--- config.mk ---
export PLATFORM = sky130hd
export DESIGN_NAME = murmur64a_stream_hash_unit
export DESIGN_NICKNAME = d
export VERILOG_FILES = /design/src/rtl/mm64_pkg.sv /design/src/rtl/mm64_front.sv /design/src/rtl/mm64_queue.sv /design/src/rtl/mm64_mul.sv /design/src/rtl/mm64_back.sv /design/src/rtl/murmur64a_stream_hash_unit.sv
export SDC_FILE = /design/constraint.sdc
export NUM_CORES = 2
export LEC_CHECK = 0
export ABC_AREA = 1
export BUFFER_PORTS_ARGS = -buffer_cell sky130_fd_sc_hd__buf_2
export CORE_MARGIN = 5
export CORE_UTILIZATION = 58
export DETAILED_ROUTE_END_ITERATION = 10
export GPL_ROUTABILITY_DRIVEN = 0
export GPL_TIMING_DRIVEN = 1
export PLACE_DENSITY = 0.79
export SYNTH_ARGS = -nofsm -noshare
export SYNTH_HDL_FRONTEND = slang
export SYNTH_HIERARCHICAL = 1
export SYNTH_SLANG_ARGS = --single-unit
--- constraint.sdc ---
create_clock -name clk -period 7.7 [get_ports clk]
set_clock_uncertainty 0.2 [all_clocks]
set_input_delay 0.385 -clock clk [delete_from_list [all_inputs] [get_ports clk]]
set_output_delay 0.385 -clock clk [all_outputs]
set_load 0.005 [all_outputs]
--- src/rtl/mm64_pkg.sv ---
// Shared constants, types and helpers for the MurmurHash64A stream hash.
`default_nettype none
package mm64_pkg;

  localparam logic [63:0] MIX_M       = 64'hc6a4a7935bd1e995;
  localparam int unsigned MIX_R       = 47;
  localparam logic [63:0] SEED_RESET  = 64'hdeadbeefdeadbeef;
  localparam int unsigned QDEPTH      = 2;
  localparam int unsigned QPTR_W      = $clog2(QDEPTH);
  localparam int unsigned QCNT_W      = $clog2(QDEPTH + 1);

  // How the back end has to treat a word
  typedef enum logic [1:0] {
    KIND_NONE = 2'd0,   // last word, no bytes: straight to the finaliser
    KIND_PART = 2'd1,   // last word, 1..7 bytes: masked xor, then multiply
    KIND_FULL = 2'd2    // full mix and fold
  } kind_t;

  typedef struct packed {
    logic        first;
    logic        last;
    kind_t       kind;
    logic [31:0] length;
    logic [63:0] word;
  } entry_t;

  function automatic logic [63:0] byte_mask(input logic [3:0] nb);
    logic [63:0] m;
    case (nb)
      4'd1:    m = 64'h0000_0000_0000_00ff;
      4'd2:    m = 64'h0000_0000_0000_ffff;
      4'd3:    m = 64'h0000_0000_00ff_ffff;
      4'd4:    m = 64'h0000_0000_ffff_ffff;
      4'd5:    m = 64'h0000_00ff_ffff_ffff;
      4'd6:    m = 64'h0000_ffff_ffff_ffff;
      4'd7:    m = 64'h00ff_ffff_ffff_ffff;
      default: m = 64'hffff_ffff_ffff_ffff;
    endcase
    return m;
  endfunction

  function automatic logic [63:0] xorshift(input logic [63:0] v);
    return v ^ (v >> MIX_R);
  endfunction

endpackage
`default_nettype wire

--- src/rtl/mm64_front.sv ---
// Front end: unpacks input transactions and classifies each word for the back end.
`default_nettype none
module mm64_front import mm64_pkg::*; (
  input  wire logic         in_tvalid,
  output logic              in_tready,
  input  wire logic [103:0] in_tdata,
  input  wire logic         in_tuser,
  input  wire logic         in_tlast,
  input  wire logic         q_full,
  output logic              q_push,
  output entry_t            q_entry
);

  logic [63:0] word;
  logic [3:0]  vbytes;
  logic [3:0]  nb;
  kind_t       kind;

  assign word      = in_tdata[63:0];
  assign vbytes    = in_tdata[67:64];
  assign in_tready = !q_full;
  assign q_push    = in_tvalid && !q_full;

  always_comb begin
    nb = (vbytes > 4'd8) ? 4'd8 : vbytes;
    if (!in_tlast || nb == 4'd8) begin
      kind = KIND_FULL;
    end else if (nb == 4'd0) begin
      kind = KIND_NONE;
    end else begin
      kind = KIND_PART;
    end
    q_entry.first  = in_tuser;
    q_entry.last   = in_tlast;
    q_entry.kind   = kind;
    q_entry.length = in_tdata[99:68];
    q_entry.word   = (kind == KIND_PART) ? (word & byte_mask(nb)) : word;
  end

endmodule
`default_nettype wire

--- src/rtl/mm64_queue.sv ---
// Short queue of classified words between front and back end.
`default_nettype none
module mm64_queue import mm64_pkg::*; (
  input  wire logic   clk,
  input  wire logic   rst_n,
  input  wire logic   push,
  input  wire entry_t push_data,
  output logic        full,
  input  wire logic   pop,
  output entry_t      pop_data,
  output logic        valid
);

  entry_t              mem [QDEPTH];
  logic [QPTR_W-1:0]   wr_ptr_r;
  logic [QPTR_W-1:0]   rd_ptr_r;
  logic [QCNT_W-1:0]   cnt_r;

  assign full     = (cnt_r == QCNT_W'(QDEPTH));
  assign valid    = (cnt_r != '0);
  assign pop_data = mem[rd_ptr_r];

  always_ff @(posedge clk) begin
    if (push) begin
      mem[wr_ptr_r] <= push_data;
    end
  end

  always_ff @(posedge clk) begin
    if (!rst_n) begin
      wr_ptr_r <= '0;
      rd_ptr_r <= '0;
      cnt_r    <= '0;
    end else begin
      if (push) begin
        wr_ptr_r <= (wr_ptr_r == QPTR_W'(QDEPTH - 1)) ? '0 : wr_ptr_r + 1'b1;
      end
      if (pop) begin
        rd_ptr_r <= (rd_ptr_r == QPTR_W'(QDEPTH - 1)) ? '0 : rd_ptr_r + 1'b1;
      end
      case ({push, pop})
        2'b10:   cnt_r <= cnt_r + 1'b1;
        2'b01:   cnt_r <= cnt_r - 1'b1;
        default: cnt_r <= cnt_r;
      endcase
    end
  end

endmodule
`default_nettype wire

--- src/rtl/mm64_mul.sv ---
// Low 64 bits of a * M from three 32x32 partial products on one shared multiplier.
`default_nettype none
module mm64_mul import mm64_pkg::*; (
  input  wire logic        clk,
  input  wire logic        rst_n,
  input  wire logic        start,
  input  wire logic [63:0] a,
  output logic             done,
  output logic [63:0]      result
);

  logic [63:0] a_r;
  logic [1:0]  cnt_r;
  logic        run_r;
  logic        done_r;
  logic [63:0] prod_r;
  logic [63:0] acc_r;
  logic [31:0] op_a;
  logic [31:0] op_b;
  logic [63:0] prod_nxt;

  // lo*lo full width, then the two cross terms of which only the low half counts
  always_comb begin
    case (cnt_r)
      2'd1:    begin op_a = a_r[63:32]; op_b = MIX_M[31:0];  end
      2'd2:    begin op_a = a_r[31:0];  op_b = MIX_M[63:32]; end
      default: begin op_a = a_r[31:0];  op_b = MIX_M[31:0];  end
    endcase
    prod_nxt = {32'd0, op_a} * {32'd0, op_b};
  end

  always_ff @(posedge clk) begin
    if (!rst_n) begin
      run_r  <= 1'b0;
      cnt_r  <= '0;
      done_r <= 1'b0;
    end else begin
      done_r <= 1'b0;
      if (start) begin
        a_r   <= a;
        cnt_r <= '0;
        run_r <= 1'b1;
      end else if (run_r) begin
        cnt_r  <= cnt_r + 1'b1;
        prod_r <= prod_nxt;
        case (cnt_r)
          2'd0:    acc_r <= acc_r;
          2'd1:    acc_r <= prod_r;
          default: acc_r <= acc_r + {prod_r[31:0], 32'd0};
        endcase
        if (cnt_r == 2'd3) begin
          run_r  <= 1'b0;
          done_r <= 1'b1;
        end
      end
    end
  end

  assign done   = done_r;
  assign result = acc_r;

endmodule
`default_nettype wire

--- src/rtl/mm64_back.sv ---
// Back end: sequences seeding, word mixing, folding and finalising on the multiplier.
`default_nettype none
module mm64_back import mm64_pkg::*; (
  input  wire logic        clk,
  input  wire logic        rst_n,
  input  wire logic        cfg_wr_en,
  input  wire logic [63:0] cfg_wr_data,
  input  wire logic        q_valid,
  input  wire entry_t      q_entry,
  output logic             q_pop,
  output logic             mul_start,
  output logic [63:0]      mul_a,
  input  wire logic        mul_done,
  input  wire logic [63:0] mul_res,
  output logic             out_tvalid,
  input  wire logic        out_tready,
  output logic [63:0]      out_tdata
);

  typedef enum logic [2:0] {
    ST_IDLE, ST_SEED, ST_DISP, ST_MIX1, ST_MIX2, ST_FOLD, ST_FIN, ST_OUT
  } state_t;

  state_t      st_r;
  entry_t      cur_r;
  logic [63:0] h_r;
  logic [63:0] seed_r;
  logic        mul_start_r;
  logic [63:0] mul_a_r;
  logic        out_valid_r;
  logic [63:0] out_data_r;

  assign q_pop      = (st_r == ST_IDLE) && q_valid;
  assign mul_start  = mul_start_r;
  assign mul_a      = mul_a_r;
  assign out_tvalid = out_valid_r;
  assign out_tdata  = out_data_r;

  always_ff @(posedge clk) begin
    if (!rst_n) begin
      st_r        <= ST_IDLE;
      h_r         <= '0;
      seed_r      <= SEED_RESET;
      mul_start_r <= 1'b0;
      out_valid_r <= 1'b0;
    end else begin
      mul_start_r <= 1'b0;
      if (cfg_wr_en) begin
        seed_r <= cfg_wr_data;
      end
      // in ST_OUT the output register is reloaded below instead
      if (out_valid_r && out_tready && st_r != ST_OUT) begin
        out_valid_r <= 1'b0;
      end
      case (st_r)
        ST_IDLE: begin
          if (q_valid) begin
            cur_r <= q_entry;
            if (q_entry.first) begin
              mul_start_r <= 1'b1;
              mul_a_r     <= {32'd0, q_entry.length};
              st_r        <= ST_SEED;
            end else begin
              st_r <= ST_DISP;
            end
          end
        end
        ST_SEED: begin
          if (mul_done) begin
            h_r  <= seed_r ^ mul_res;
            st_r <= ST_DISP;
          end
        end
        ST_DISP: begin
          mul_start_r <= 1'b1;
          case (cur_r.kind)
            KIND_FULL: begin
              mul_a_r <= cur_r.word;
              st_r    <= ST_MIX1;
            end
            KIND_PART: begin
              mul_a_r <= h_r ^ cur_r.word;
              st_r    <= ST_FOLD;
            end
            default: begin
              mul_a_r <= xorshift(h_r);
              st_r    <= ST_FIN;
            end
          endcase
        end
        ST_MIX1: begin
          if (mul_done) begin
            mul_start_r <= 1'b1;
            mul_a_r     <= xorshift(mul_res);
            st_r        <= ST_MIX2;
          end
        end
        ST_MIX2: begin
          if (mul_done) begin
            mul_start_r <= 1'b1;
            mul_a_r     <= h_r ^ mul_res;
            st_r        <= ST_FOLD;
          end
        end
        ST_FOLD: begin
          if (mul_done) begin
            if (cur_r.last) begin
              mul_start_r <= 1'b1;
              mul_a_r     <= xorshift(mul_res);
              st_r        <= ST_FIN;
            end else begin
              h_r  <= mul_res;
              st_r <= ST_IDLE;
            end
          end
        end
        ST_FIN: begin
          if (mul_done) begin
            h_r  <= xorshift(mul_res);
            st_r <= ST_OUT;
          end
        end
        ST_OUT: begin
          // wait for the output register to drain, then start the next message from zero
          if (!out_valid_r || out_tready) begin
            out_valid_r <= 1'b1;
            out_data_r  <= h_r;
            h_r         <= '0;
            st_r        <= ST_IDLE;
          end
        end
        default: st_r <= ST_IDLE;
      endcase
    end
  end

endmodule
`default_nettype wire

--- src/rtl/murmur64a_stream_hash_unit.sv ---
// Top level of the MurmurHash64A stream hash unit.
//
//  channel  direction  tdata / tuser / tlast
//  in_      slave      tdata: data_word, valid_bytes, message_length; tuser: first_word;
//                      tlast: last_word
//  out_     master     tdata: hash_value
//  cfg_     write      cfg_wr_data: seed
//
// Every 64-bit multiply by M runs as three 32x32 partial products on one shared
// multiplier; a word needs one to five of them (seed on a first word, two for the
// mix, one for the fold, one for the finaliser), plus the dispatch states ST_IDLE
// and ST_DISP. A two-entry queue lets input be taken while the back end works; the
// output register holds a finished hash until it is taken.
// rst_n is synchronous; it clears the queue, the running hash and the seed (to its
// default).
`default_nettype none
module murmur64a_stream_hash_unit import mm64_pkg::*; (
  input  wire logic         clk,
  input  wire logic         rst_n,
  input  wire logic         in_tvalid,
  output logic              in_tready,
  input  wire logic [103:0] in_tdata,   // data_word[63:0], valid_bytes[67:64],
                                        // message_length[99:68], zero pad
  input  wire logic         in_tuser,   // first_word
  input  wire logic         in_tlast,
  output logic              out_tvalid,
  input  wire logic         out_tready,
  output logic [63:0]       out_tdata,  // hash_value[63:0]
  input  wire logic         cfg_wr_en,
  input  wire logic [63:0]  cfg_wr_data
);

  logic        q_full;
  logic        q_push;
  entry_t      q_in;
  logic        q_pop;
  entry_t      q_out;
  logic        q_valid;
  logic        mul_start;
  logic [63:0] mul_a;
  logic        mul_done;
  logic [63:0] mul_res;

  mm64_front u_front (
    .in_tvalid (in_tvalid),
    .in_tready (in_tready),
    .in_tdata  (in_tdata),
    .in_tuser  (in_tuser),
    .in_tlast  (in_tlast),
    .q_full    (q_full),
    .q_push    (q_push),
    .q_entry   (q_in)
  );

  mm64_queue u_queue (
    .clk       (clk),
    .rst_n     (rst_n),
    .push      (q_push),
    .push_data (q_in),
    .full      (q_full),
    .pop       (q_pop),
    .pop_data  (q_out),
    .valid     (q_valid)
  );

  mm64_mul u_mul (
    .clk    (clk),
    .rst_n  (rst_n),
    .start  (mul_start),
    .a      (mul_a),
    .done   (mul_done),
    .result (mul_res)
  );

  mm64_back u_back (
    .clk         (clk),
    .rst_n       (rst_n),
    .cfg_wr_en   (cfg_wr_en),
    .cfg_wr_data (cfg_wr_data),
    .q_valid     (q_valid),
    .q_entry     (q_out),
    .q_pop       (q_pop),
    .mul_start   (mul_start),
    .mul_a       (mul_a),
    .mul_done    (mul_done),
    .mul_res     (mul_res),
    .out_tvalid  (out_tvalid),
    .out_tready  (out_tready),
    .out_tdata   (out_tdata)
  );

endmodule
`default_nettype wire

==> impl_results.md <==
- Status: finished, final reports clean
- CP Class: reg -> reg
- Synth cell count leaders: nand2_1 (1487), inv_1 (1443), fa_1 (624)
- Die Ht: ~330 um
- Initial Utilization: 0.5861
- Detail Route Antenna Nets: 0
- WP data arrival: 7.82 ns
- Mux cell area share after synthesis: 0.02468
- # port buffers: 236
- Yosys reg bits: 729
- Main combinational cell family by area after synthesis: adder cells
- P&R area growth vs syn: 16.92%
- Share of the synthesized area in the top cell type: 0.2898
- FP Rows: 118
- Synthesized-area fraction occupied by adder cells: 0.2961
- CTS Sinks: 729
- Syn Area/Cell: slightly above 9 um2
- Mapped cell area: 0.06083 mm2
- Min Tclk post-route: roughly 7.7 ns
- Critical Path Start: u_mul/cnt_r[1]$_SDFFE_PP0P_
- GRT Overall Usage: 0.3560
- Util after Layout: 0.6852
- Synth warnings: 6
- Post-Synth Simple-Gate Area: 0.1540
- DR vias: around 51000
- RSZ-0062 raised after global routing: yes
- Max Cap Viol: 0
- FILL cells: 7106
- CTS Buffer Depth: 3
- Multi-input logic area: 0.03483 mm2
- Initial antenna violation count: 7
- Crit share post-route: 0.9938
- Post-synth EDFFs: 587
- Final hold violations: 0
- Syn Nets: 7846
- Post-synthesis sequential area ratio: 0.3365
- Dpl cells: around 8400
- Core area: 0.1038 mm2
- Element type at the critical path start: flop
- Design Area, Final: 0.07112 mm2
- Largest cells by area after synthesis: edfxtp_1 (29%), fa_1 (21%), nand2_1 (9.2%)
- DRC: 0
- Die W: approximately 330 um
- Largest area contributor in the netlist: edfxtp_1
- Root Driver: clkbuf_16
- Non-filler instance count after layout: 8742
- Layout net count: 8539
- Most frequent cell after synthesis: nand2_1
- CTS Buf Count: 74
- Critical Path RT: 7.86 ns
- Post-synth cell types: 49
- TritonCTS clock tree: yes
- CTS clk-pin slew, worst paths: 0.06 ns
- GRT overflow: 0
- Crit Path Max Fanout: 11
- Post-Synthesis Cells: 6606
- Fmax: 130.7 MHz
- Largest net degree at the start of global routing: 71
- Die Area: 0.1115 mm2
- HPWL after detailed placement: 151500 um
- Placed Area: 0.06562 mm2
- Rel. slew slack: 0.2389
- DRT iter0 DRCs: 7089
- Setup_tns: 0 ns
- # setup viols final: 0
- Share of cells above drive strength 1: 0.1641
- Least-Margin Pin Slew: between 1 and 1.5 ns
- DR vias/cell: 5.810
- Main synth FF type: edfxtp_1
- Routed wire per std cell: about 23 um
- FF-to-FF Start: u_mul/cnt_r[1]$_SDFFE_PP0P_
- Async set or reset register ratio after synthesis: 0
- Sequential Area: 0.02048 mm2
- Worst hold path startpoint: in_tdata[55]
- DRT Pass-1 Iters: 9
- Number of global-route vias before repair: 51270
- CP endpoint kind: flop
- Final Slew Violations: 0
- IO Pins: 241
- Clk Latency, worst-skew pair: 0.63 ns
- Total wire length: 203600 um
- First-pass GRT wire length: about 300000 um
- XOR/XNOR Fraction of Synth Area: 0.02302
- Complex-gate fraction of the synthesized area: 0.05440
- H-tree depth reported by CTS: 3
- Hold Path Class: in -> reg
## path summary, 6_finish.rpt
path / depth (start not counted) / to / slack, ns
worst max register to register: 26 / u_mul/prod_r[48]$_DFFE_PP_ / 0.05
worst max-delay path: 26 / u_mul/prod_r[48]$_DFFE_PP_ / 0.05
worst min-delay path: 3 / u_queue/mem[0][55]$_DFFE_PP_ / 0.06
worst min register to register: 0 / u_mul/a_r[40]$_DFFE_PP_ / 0.22
## cell usage in the layout, fill, tap and decap left out, types with 12 or more instances in the layout
| master | count |
|---|---|
| a22oi_1 | 13 |
| dfxtp_1 | 139 |
| xnor2_1 | 31 |
| o21bai_1 | 32 |
| ha_4 | 27 |
| a21oi_1 | 125 |
| o211ai_1 | 79 |
| a21oi_2 | 19 |
| inv_2 | 47 |
| o21ai_1 | 17 |
| edfxtp_1 | 587 |
| ha_1 | 406 |
| nor2_1 | 392 |
| xor2_1 | 123 |
| fa_1 | 609 |
| o21ai_2 | 12 |
| nand4_1 | 29 |
| buf_2 | 235 |
| nand2_1 | 1440 |
| buf_4 | 386 |
| o21ai_4 | 22 |
| nand2_2 | 42 |
| dlygate4sd3_1 | 173 |
| nor3_1 | 19 |
| or2_2 | 25 |
| clkbuf_16 | 76 |
| fa_2 | 15 |
| nor2_4 | 30 |
| nor2_2 | 62 |
| inv_1 | 1412 |
| mux2_4 | 100 |
| nand3_1 | 232 |
| o21ai_0 | 249 |
| clkbuf_1 | 17 |
## routing by layer
layer  vias to the layer above  track usage  share of wire
li1                      21870            -              -
met1                     23750       0.4390           0.33
met2                      4092       0.5572           0.44
met3                      1075       0.1036           0.14
met4                         8       0.2182          0.088
met5                         -            0        0.00028
## state kept, by name, indices dropped and copies added, names as in the netlist, named ones only
register           flops
u_back/h_r            64
u_back/out_tdata      64
u_queue/mem          200
u_mul/result          64
u_back/cur_r          67
u_back/out_tvalid      1
u_mul/cnt_r            2
u_mul/run_r            1
u_queue/rd_ptr_r       1
u_back/mul_a          64
u_queue/cnt_r          2
u_queue/wr_ptr_r       1
u_back/st_r            3
u_back/seed_r         64
u_mul/done             1
u_mul/prod_r          64
u_mul/a_r             64
u_back/mul_start       1
## cell families (layout without fill, tap and decap cells)
| kind of cell | after synthesis | count (layout) |
|---|---|---|
| compound gates | 572 | 572 |
| xor+xnor | 159 | 159 |
| buf+inv | 1662 | 2416 |
| simple gates | 2317 | 2317 |
| fa+ha+maj | 1065 | 1065 |
| flops | 729 | 729 |
| other cells | 2 | 4 |
| mux | 100 | 100 |
## repair_timing
| action | 4_1_cts | 5_1_grt |
|---|---|---|
| hold buffers | 173 | 0 |
| buffers inserted | 0 | 14 |
| endpoints found under the setup margin | 41 | 47 |
| resized for setup | 36 | 270 |
| pin swaps | 0 | 41 |
| cloned | 0 | 1 |
| endpoints found under the hold margin | 276 | 0 |
## critical path, cell delays in order (launching register included)
cell and delay [ns]:
dfxtp_2 0.34, inv_2 0.05, ha_4 0.20, buf_12 0.16, buf_4 0.13, o21ai_2 0.33
buf_4 0.20, inv_1 0.16, fa_1 0.59, fa_1 0.46, fa_1 0.58, fa_2 0.49
fa_1 0.55, fa_1 0.45, fa_1 0.54, inv_1 0.06, fa_1 0.48, inv_1 0.07
ha_4 0.30, nand2_2 0.07, nor2_1 0.14, buf_4 0.14, nand2_1 0.13, nor2_2 0.14
nand3_1 0.18, nand4_1 0.15, nand2_1 0.08
## area by class of cell
type | instances | area share
clock buffers | 102 | 0.02922
flip-flops and latches | 729 | 0.2879
multi-input cells | 4215 | 0.4898
well taps | 1380 | 0.02428
inverters | 1468 | 0.07783
clock inverters | 35 | 0.005031
diodes | 2 | 0.00007037
repair buffers | 811 | 0.08592
## through the flow
| step | setup slack, ns | hold slack [ns] |
|---|---|---|
| 6_report | 0.04797 | 0.06123 |
| 4_1_cts | -0.01521 | 0.007838 |
| 3_3_place_gp | -0.1218 | 0.2019 |
| 3_5_place_dp | -0.1684 | 0.2045 |
| 5_1_grt | -0.1479 | 0.03580 |
| 2_1_floorplan | 0.02833 | 0.2003 |
Power is not shown: default switching activity piles up to over one toggle a cycle in this logic, so the estimate is an artifact.
